--- config.mk ---
export PLATFORM = sky130hd
export DESIGN_NAME = bst_step
export DESIGN_NICKNAME = d
export VERILOG_FILES = /design/src/rtl/core/binary_search_table_defines.svh /design/src/rtl/core/bst_pkg.sv /design/src/rtl/core/bst_step.sv
export SDC_FILE = /design/constraint.sdc
export NUM_CORES = 1
export LEC_CHECK = 0
export BUFFER_PORTS_ARGS = -buffer_cell sky130_fd_sc_hd__buf_2
export CORE_MARGIN = 4
export CORE_UTILIZATION = 30
export DETAILED_ROUTE_END_ITERATION = 7
export PLACE_DENSITY = 0.67
export SYNTH_ARGS = -nofsm -noshare
export SYNTH_HDL_FRONTEND = slang
export SYNTH_SLANG_ARGS = --single-unit
--- constraint.sdc ---
create_clock -name vclk -period 5.15
set_input_delay 0 -clock vclk [all_inputs]
set_output_delay 0 -clock vclk [all_outputs]
set_load 0.02 [all_outputs]
--- src/rtl/core/binary_search_table_defines.svh ---
// Assertion macros shared by the binary search table RTL.
// No dependencies; included by files that carry concurrent checks.
`ifndef BINARY_SEARCH_TABLE_DEFINES_SVH
`define BINARY_SEARCH_TABLE_DEFINES_SVH

// Same-cycle implication, disabled while reset is asserted.
`define BST_ASSERT_NOW(lbl, clk, rst_n, ante, cons, msg) \
	lbl: assert property (@(posedge clk) disable iff (!rst_n) (ante) |-> (cons)) \
		else $error(msg);

// Next-cycle implication, disabled while reset is asserted.
`define BST_ASSERT_NEXT(lbl, clk, rst_n, ante, cons, msg) \
	lbl: assert property (@(posedge clk) disable iff (!rst_n) (ante) |=> (cons)) \
		else $error(msg);

`endif

--- src/rtl/core/bst_pkg.sv ---
// Types and fixed constants of the binary search table.
// No dependencies; imported by bst_step and binary_search_table.
package bst_pkg;

	localparam int IDX_W = 10;  // index fields on the stream
	localparam int BND_W = 12;  // signed working bounds, hold -1 .. 1024
	localparam int RES_W = 11;  // found_index field
	localparam logic [RES_W-1:0] NOT_FOUND = '1;  // -1

	typedef enum logic {
		FUNC_WRITE  = 1'b0,
		FUNC_SEARCH = 1'b1
	} func_t;

	typedef enum logic [1:0] {
		ST_IDLE,
		ST_LOOK,
		ST_CMP,
		ST_DONE
	} state_t;

	// Result of one pass through the compare/narrow unit
	typedef struct packed {
		logic                    hit;
		logic                    empty;
		logic signed [BND_W-1:0] lo;
		logic signed [BND_W-1:0] hi;
		logic [IDX_W-1:0]        mid;
	} step_t;

endpackage

--- src/rtl/core/bst_step.sv ---
// Shared compare/narrow unit: compares key against a probe, updates the
// bounds, and gives the next midpoint and the empty flag. Uses bst_pkg.
module bst_step #(
	parameter int KW = 32
) (
	input  logic                            advance,
	input  logic [KW-1:0]                   key,
	input  logic [KW-1:0]                   probe,
	input  logic signed [bst_pkg::BND_W-1:0] lo,
	input  logic signed [bst_pkg::BND_W-1:0] hi,
	input  logic [bst_pkg::IDX_W-1:0]       mid_in,
	output bst_pkg::step_t                  res
);
	import bst_pkg::*;

	logic                    eq;
	logic                    lt;
	logic signed [BND_W-1:0] mid_ext;
	logic signed [BND_W-1:0] lo_sel;
	logic signed [BND_W-1:0] hi_sel;
	logic signed [BND_W-1:0] sum;

	assign eq      = (key == probe);
	assign lt      = ($signed(key) < $signed(probe));
	assign mid_ext = $signed({{(BND_W-IDX_W){1'b0}}, mid_in});

	always_comb begin
		lo_sel  = lo;
		hi_sel  = hi;
		res.hit = 1'b0;
		if (advance) begin
			if (eq) begin
				res.hit = 1'b1;
			end else if (lt) begin
				hi_sel = mid_ext - 12'sd1;
			end else begin
				lo_sel = mid_ext + 12'sd1;
			end
		end
		// bounds are non-negative whenever the range is non-empty
		sum       = lo_sel + hi_sel;
		res.empty = (hi_sel < lo_sel);
		res.lo    = lo_sel;
		res.hi    = hi_sel;
		res.mid   = sum[IDX_W:1];
	end

endmodule

-- Word level (Yosys, flattened, before mapping)
Index checks and enable logic that the tools add are counted.
- $add $sub $neg: 3
- magnitude comparators: 2
- eq/ne operators: 1
- mux-type cells: 8
- operators with widths (cell ; number):
    $mux W12 ; 6
    $eq A32 B32 Y1 ; 1
    $lt A32 B32 Y1 ; 1
    $lt A12 B12 Y1 ; 1
    $add A10 B1 Y11 const B ; 1
    $add A11 B11 Y11 ; 1
    $sub A10 B1 Y11 const B ; 1
    $mux W1 ; 2
- output and inout bits: 36
- logic and storage cells: 14
- input bits: 99
- register bits: 0

-- Depth between registers and ports, before layout
Gate-level depths: netlist of run 1.
- depth after elaboration: 5
- gate-level depth with buffers: 23
- mapped depth without buffers: 23

-- Worst setup path after synthesis of run 1
No wires, ideal clock.
- path type: input port to output port
- start: input port probe[29]
- end: output port res[9] in the netlist's numbering
- setup slack: 0.721 ns
- stages on the path: 21
- buffers on the path: 1
- required time: 5.150 ns
- arrival: 4.429 ns
- path through: inv_1 ha_1 a21o_1 a21o_1 a221oi_1 o211ai_1 o21ai_0 nand3_1 clkbuf_1 o21ai_0 ha_1 nor2b_1 o21ai_0 a21oi_1 o21ai_0 a21boi_0 o21ai_0 nand2b_1 a21o_1 a21oi_1 xor2_1
- RTL lines (what ; line ; text):
    start, declared ; bst_step.sv:8 ; input logic [KW-1:0] probe,
    end, declared ; bst_step.sv:12 ; output bst_pkg::step_t res

==> flow_summary.yaml, run 1 <==
grt:
  grt_max_degree: 18
  grt_first_pass_wirelength_um: 10900
  antenna_found_initial: 1
  grt_overflow: 0
  grt_pass1_vias: 2547
  grtUsageTotal: 0.145
logic_synthesis:
  synthesis.nets: 473
  yosysTopAreaCell: "ha_1"
  avgSynthCellArea_um2: 7.02
  yosys_warnings: 0
  synthesis.area_mm2: 0.00224
  synth.most_common_cell: "inv_1"
  postSynthCellCount: 319
  synth_cell_types: 44
  synth_commonest_cells: "inv_1, ha_1, nand2_1, nor2_1, a21oi_1"
  synth_area_leaders: "ha_1, inv_1, xnor2_1"
  netlist.area_leader.share: 0.302
  synth-seq-area-share: 0
worst_setup_path:
  cp_cell_sequence: "buf_2 > ha_1 > nand4_2 > nor3_1 > a221oi_1 > o211ai_1 > o21ai_0 > nand3_1 > buf_4 > o21ai_0 > ha_1 > or4_1 > nor4b_1 > nor3b_1 > o311a_1 > nor3_1 > buf_2"
  crit_required_ns: 5.15
  worstPathMaxFanout: 17
  crit_path_end_kind: "output port"
  start_kind: "input pin"
  slowest_delay_ns: 0.55
  path_class: "input pin to output port"
  cp.arrival_ns: 4.60
  cpMaxStageDelayCell: "or4_1"
power:
  combPwrFrac: 1.000
  cellInternalPower_uw: 187
  ir_worst_vdd_mv: 0.127
  p_leak_uw: 0.00174
  p_clk_frac: 0
  powerDensity_mw_per_mm2: 153
  netSwitchingPower_uw: 277
  power.total_uw: 465
  seq_power_share: 0
  p_sw_frac: 0.597
sta:
  finalCriticalPeriod_ns: 4.60
  fmax_mhz: 217
  setup_viol_count_final: 0
  rsz0062_at_grt: "no"
  worstMarginPinSlew_ns: 0.493
  hold_violations: 0
  finalSetupTns_ns: 0
  finalCritPeriodShare: 0.894
  slew_violations: 0
  slew_headroom: 0.668
drt:
  drc: 0
  antenna_left: 0
  drt-initial-drc-count: 51
  viasPerCell: 4.85
  wirelength_um: 6880
  vias: 2658
  drtPass1Iterations: 4
  wire_per_inst_um: 12.6
cells_and_area:
  syn_to_final_growth_pct: 35.1
  layout.cells.non_filler: 548
  n_fill_cell: 772
  n_antenna_cell: 0
  drive_gt1_frac: 0.345
  final-seq-area_um2: 0
  fin_nets: 605
  nClkBuffers: 0
  seq_cells: 0
placed_design:
  gp_congestion: 0.920
  dp_hpwl_um: 6230
  io_buffer_count: 135
  post-place-cells: 548
floorplan:
  fp.dieH_um: 94.4
  initial_core_util: 0.309
  pin_count: 135
  core_mm2: 0.00725
  die-area_mm2: 0.00891
  num_rows: 31
  fp.dieW_um: 94.4
cts:
  cts_resized: 0
  hold_buffers: 0
  cts_setup_buffers: 0
worst_hold_path:
  whs_path_depth: 4
  hold_class: "input pin to output port"
run_status:
  status: "finished clean"
job:
  cap_violations: 0
-- logic make-up (layout without fill, tap and decap cells) --
group | after synthesis | count (layout) | share of synthesized area
xor gates and xnor gates | 23 | 23 | 0.0899
AOI/OAI and AO/OA | 69 | 69 | 0.205
adders and majority gates | 55 | 55 | 0.311
buffers and inverters | 63 | 193 | 0.106
muxes | 14 | 14 | 0.0687
and+or+nand+nor | 95 | 95 | 0.220
-- layer usage --
layer / track usage / part of all wire / up-vias
li1: - / - / 1374
met1: 0.178 / 0.42 / 1157
met2: 0.270 / 0.45 / 117
met3: 0.0231 / 0.11 / 8
met4: 0.0181 / 0.012 / 2
met5: 0 / 0.0019 / -
-- placed cells by master (no fill, tap or decap), drive strengths merged --
master	netlist	final
buf	1	137
inv	56	56
ha	54	54
nand2	25	25
nor2	22	22
a21oi	21	21
o21ai	20	20
xnor2	18	18
nand3	12	12
nand4	9	9
mux2	8	8
a21o	8	8
mux2i	6	6
and3	5	5
xor2	5	5
nor2b	4	4
nor3	4	4
nand2b	4	4
nor4b	3	3
o21bai	3	3
nor4	3	3
o211ai	2	2
a221oi	2	2
a211oi	2	2
or4	2	2
a31oi	2	2
a2111oi	2	2
a21boi	2	2
a31o	1	1
o31a	1	1
o31ai	1	1
a41o	1	1
nor3b	1	1
o311a	1	1
and3b	1	1
fa	1	1
-- power groups by stage --
stage               clock, uW  sequential (uW)  combinational (uW)
finish                      0                0                 465
global route                0                0                 516
global placement            0                0                 461
floorplan                   0                0                 313
detailed placement          0                0                 466
CTS                         0                0                 468
-- worst max-delay path, delay by kind of cell --
family | cells | cell delay (ns)
compound gates | 5 | 1.51
fa+ha+maj | 2 | 0.72
buf+inv | 3 | 0.54
simple gates | 7 | 1.85
-- area by class of cell --
class	count	area, um2	area share
Timing Repair Buffer	137	691	0.228
Multi-Input combinational cell	256	2000	0.661
Inverter	56	210	0.0695
Tap cell	99	124	0.0409
-- metrics by stage --
stage          setup WS [ns]   util  hold slack (ns)  instance area, um2
4_1_cts                0.580  0.417            0.362                3030
3_5_place_dp           0.622  0.417            0.356                3030
3_3_place_gp           0.679  0.417            0.351                3030
2_1_floorplan          0.721      -            0.168                2240
5_1_grt                0.113  0.417            0.398                3030
6_report               0.546  0.417            0.357                3030
-- final timing paths --
| path | from | end | slack (ns) |
|---|---|---|---|
| setup / recovery | key[31] | res[34] | 0.55 |
| hold / removal | lo[11] | res[33] | 0.36 |
Power figures use the tool's default switching activity.
==> inputs of run 2 (changes only) <==
PLACE_DENSITY = 0.69   (was 0.67)
clock period = 3.77 ns   (was 5.15 ns; I/O delays follow)
==> flow_summary.yaml, run 2 (synthesized netlist as in run 1, its figures left out) <==
power:
  ir_worst_vdd_mv: 0.201
  combPwrFrac: 1.000
  power.total_uw: 921
  seq_power_share: 0
  netSwitchingPower_uw: 476
  p_clk_frac: 0
  p_leak_uw: 0.00211
  cellInternalPower_uw: 445
  p_sw_frac: 0.517
  powerDensity_mw_per_mm2: 233
cells_and_area:
  fin_nets: 667
  n_antenna_cell: 0
  n_fill_cell: 683
  seq_cells: 0
  final-seq-area_um2: 0
  drive_gt1_frac: 0.524
  layout.cells.most_common_list: "buf_2, buf_4, inv_1, ha_1, nand2_1"
  multi_input_area_mm2: 0.00240
  syn_to_final_growth_pct: 76.7
  nClkBuffers: 0
  layout_commonest_cell: "buf_2"
drt:
  drt-initial-drc-count: 57
  vias: 2942
  drtPass1Iterations: 4
  viasPerCell: 4.82
  antenna_left: 0
  drc: 0
  wire_per_inst_um: 13.6
  wirelength_um: 8300
floorplan:
  fp.dieW_um: 94.4
  pin_count: 135
  initial_core_util: 0.309
  fp.dieH_um: 94.4
  num_rows: 31
  core_mm2: 0.00725
  die-area_mm2: 0.00891
sta:
  fmax_mhz: 258
  slew_violations: 0
  slew_headroom: 0.722
  rsz0062_at_grt: "yes"
  worstMarginPinSlew_ns: 0.411
  hold_violations: 0
  finalCriticalPeriod_ns: 3.88
  finalCritPeriodShare: 1.03
  finalSetupTns_ns: -0.189
  setup_viol_count_final: 2
  worst_slack_ns: -0.108
placed_design:
  detailedPlace.worstSlack_ns: -0.271
  dp_hpwl_um: 6760
  io_buffer_count: 135
  gp_congestion: 0.890
grt:
  grtUsageTotal: 0.172
  use_met1: 0.198
  grt_overflow: 0
  met3_usage: 0.0159
  grt_pass1_vias: 3015
  gr-usage-met2: 0.328
  globalRoute.busiestLayer: "met2"
  antenna_found_initial: 0
  grt_first_pass_wirelength_um: 12800
  grt_max_degree: 18
worst_setup_path:
  crit_required_ns: 3.77
  path_class: "input pin to output port"
  critPathLaunch: "key[1]"
  cp-endpoint: "res[34]"
  cp.arrival_ns: 3.88
  crit_path_end_kind: "output port"
  worstPathMaxFanout: 8
  start_kind: "input pin"
cts:
  hold_buffers: 0
job:
  cap_violations: 0
run_status:
  violations: "setup timing"
  status: "finished with violations"
worst_hold_path:
  min_from: "lo[11]"
  hold_class: "input pin to output port"
-- run 2: changes by cell type in the layout (fill, tap and decap cells not counted), sizes merged --
cell	previous run	this run
buf	137	199
-- run 2: cell type report --
type                       instances  area share
inverter                          56      0.0544
multi-input combinational        256       0.607
tap                               99      0.0313
timing repair buffer             199       0.307
-- run 2: stage by stage --
step | area (um2) | cells | hold WS [ns] | utilization
6_report | 3960 | 610 | 0.348 | 0.546
5_1_grt | 3960 | 610 | 0.374 | 0.546
2_1_floorplan | 2310 | 319 | 0.155 | -
3_5_place_dp | 3450 | 593 | 0.345 | 0.476
3_3_place_gp | 3450 | 593 | 0.347 | 0.476
4_1_cts | 3810 | 609 | 0.350 | 0.526
-- run 2: power groups by stage --
stage                     Clock (uW)  Sequential [uW]  Combinational (uW)
after floorplan                    0                0                 453
after global placement             0                0                 756
after detailed placement           0                0                 768
after CTS                          0                0                 864
after global routing               0                0                1000
final                              0                0                 921
-- run 2: timing repair --
action	in CTS	in global routing
gates cloned	0	0
pin swaps	22	19
resized for setup	39	29
setup buffers	16	4
endpoints found under the setup margin	3	7
-- run 2: metal layers --
metal / vias to the layer above / wire [um]
met5: - / 0
met2: 110 / 4190
li1: 1488 / -
met3: 20 / 581
met1: 1324 / 3300
met4: 0 / 234
-- run 2: worst min path at each step --
stage | cells past startpoint | to | slack [ns]
final | 4 | res[33] | 0.35
after global routing | 4 | res[33] | 0.37
after CTS | 4 | res[33] | 0.35
after detailed placement | 4 | res[33] | 0.34
after global placement | 4 | res[33] | 0.35
after floorplan | 2 | res[13] | 0.16
-- run 2: worst max-delay path, stage by stage --
cell       delay [ns]
buf_6            0.10
ha_4             0.23
nor2b_4          0.12
o211ai_1         0.26
a2111oi_4        0.13
o31a_2           0.40
nor2b_2          0.13
nand2b_1         0.10
a21boi_2         0.19
buf_12           0.15
mux2_2           0.37
ha_4             0.25
or4_4            0.53
nor4b_4          0.31
nor3b_2          0.21
o311a_1          0.17
nor3_1           0.05
buf_2            0.17
==> inputs of run 3 (changes only) <==
CORE_UTILIZATION = 42   (was 30)
PLACE_DENSITY = 0.89   (was 0.69)
==> flow_summary.yaml, run 3 (synthesized netlist as in run 1, its figures left out) <==
cells_and_area:
  fin_nets: 673
  utilization: 0.790
  n_antenna_cell: 0
  final-seq-area_um2: 0
  nClkBuffers: 0
  layout.cells.most_common_list: "buf_2, buf_4, inv_1, ha_1, nand2_1"
  final_area_mm2: 0.00406
  drive_gt1_frac: 0.555
  layout_commonest_cell: "buf_2"
  syn_to_final_growth_pct: 81.3
  n_fill_cell: 296
  seq_cells: 0
sta:
  fmax_mhz: 256
  finalCritPeriodShare: 1.04
  finalCriticalPeriod_ns: 3.91
  rsz0062_at_grt: "yes"
  finalSetupTns_ns: -0.260
  setup_viol_count_final: 2
  worstMarginPinSlew_ns: 0.460
  hold_violations: 0
  worst_slack_ns: -0.140
  slew_violations: 0
  slew_headroom: 0.691
drt:
  vias: 3283
  drc: 0
  wire_per_inst_um: 17.5
  met1_length_um: 3600
  antenna_left: 0
  drtPass1Iterations: 5
  viasPerCell: 5.59
  drt-initial-drc-count: 227
  route.met2.wl_um: 5080
  wirelength_um: 10300
  route.met3.wl_um: 855
  top_layer: "met4"
worst_setup_path:
  crit_required_ns: 3.77
  crit_path_end_kind: "output port"
  start_kind: "input pin"
  worstPathMaxFanout: 5
  cp.arrival_ns: 3.91
  path_class: "input pin to output port"
placed_design:
  dpl_cell_area_mm2: 0.00345
  dp_hpwl_um: 7010
  detailedPlace.worstSlack_ns: -0.364
  io_buffer_count: 135
  gp_congestion: 0.908
grt:
  grt_max_degree: 15
  grtUsageTotal: 0.263
  antenna_found_initial: 0
  grt_overflow: 0
  grt_pass1_vias: 3260
  grt_first_pass_wirelength_um: 14000
power:
  ir_worst_vdd_mv: 0.222
  p_leak_uw: 0.00213
  power.total_uw: 965
  powerDensity_mw_per_mm2: 238
floorplan:
  die-area_mm2: 0.00657
  num_rows: 26
  initial_core_util: 0.436
  fp.dieW_um: 81.0
  pin_count: 135
  fp.dieH_um: 81.0
  core_mm2: 0.00514
job:
  cap_violations: 0
cts:
  hold_buffers: 0
worst_hold_path:
  hold_class: "input pin to output port"
run_status:
  violations: "setup timing"
  status: "finished with violations"
run 3: power by group:
part	total (uW)	switching [uW]	internal, uW
clock	0	0	0
combinational	965	509	457
sequential	0	0	0
run 3: layer usage:
| metal | vias to the layer above | global-route usage |
|---|---|---|
| met2 | 217 | 0.491 |
| li1 | 1510 | - |
| met4 | 0 | 0.130 |
| met1 | 1483 | 0.281 |
| met3 | 73 | 0.0488 |
| met5 | - | 0 |
run 3: path summary, 6_finish.rpt:
path	startpoint	endpoint	slack [ns]	cells past startpoint
worst max-delay path	probe[13]	res[9]	-0.14	25
worst min-delay path	hi[10]	res[20]	0.35	3
run 3: timing repair:
action                                  in CTS  in global routing
pin swaps                                   28                 19
endpoints found under the setup margin       3                  6
gates resized for setup                     54                 31
cloned                                       1                  0
setup buffers                               13                  5
run 3: layout make-up:
type	instances	area, um2	area share
Multi-Input combinational cell	256	2480	0.610
Timing Repair Buffer	205	1280	0.315
Inverter	56	218	0.0536
Tap cell	70	87.6	0.0216
run 3: worst max-delay path, stage by stage:
cell and delay [ns]:
buf_2 0.10, inv_2 0.06, ha_4 0.20, nand4_1 0.22, nor2_2 0.08, a21o_1 0.19
o31a_2 0.39, nor2b_2 0.14, nand2b_1 0.11, a21boi_2 0.17, bufbuf_16 0.28, nor2_2 0.05
a21oi_4 0.16, ha_4 0.23, nor2b_2 0.15, o21ai_2 0.14, a21oi_2 0.09, o21ai_2 0.15
a21boi_2 0.08, o21ai_1 0.15, nand2b_1 0.09, a21o_1 0.17, a21oi_2 0.19, xor2_2 0.18
buf_6 0.14
run 3: metrics by stage:
| stage | hold WS, ns | instances |
|---|---|---|
| after floorplan | 0.155 | 319 |
| after global placement | 0.346 | 570 |
| after detailed placement | 0.347 | 570 |
| after CTS | 0.345 | 584 |
| after global routing | 0.372 | 587 |
| final | 0.353 | 587 |
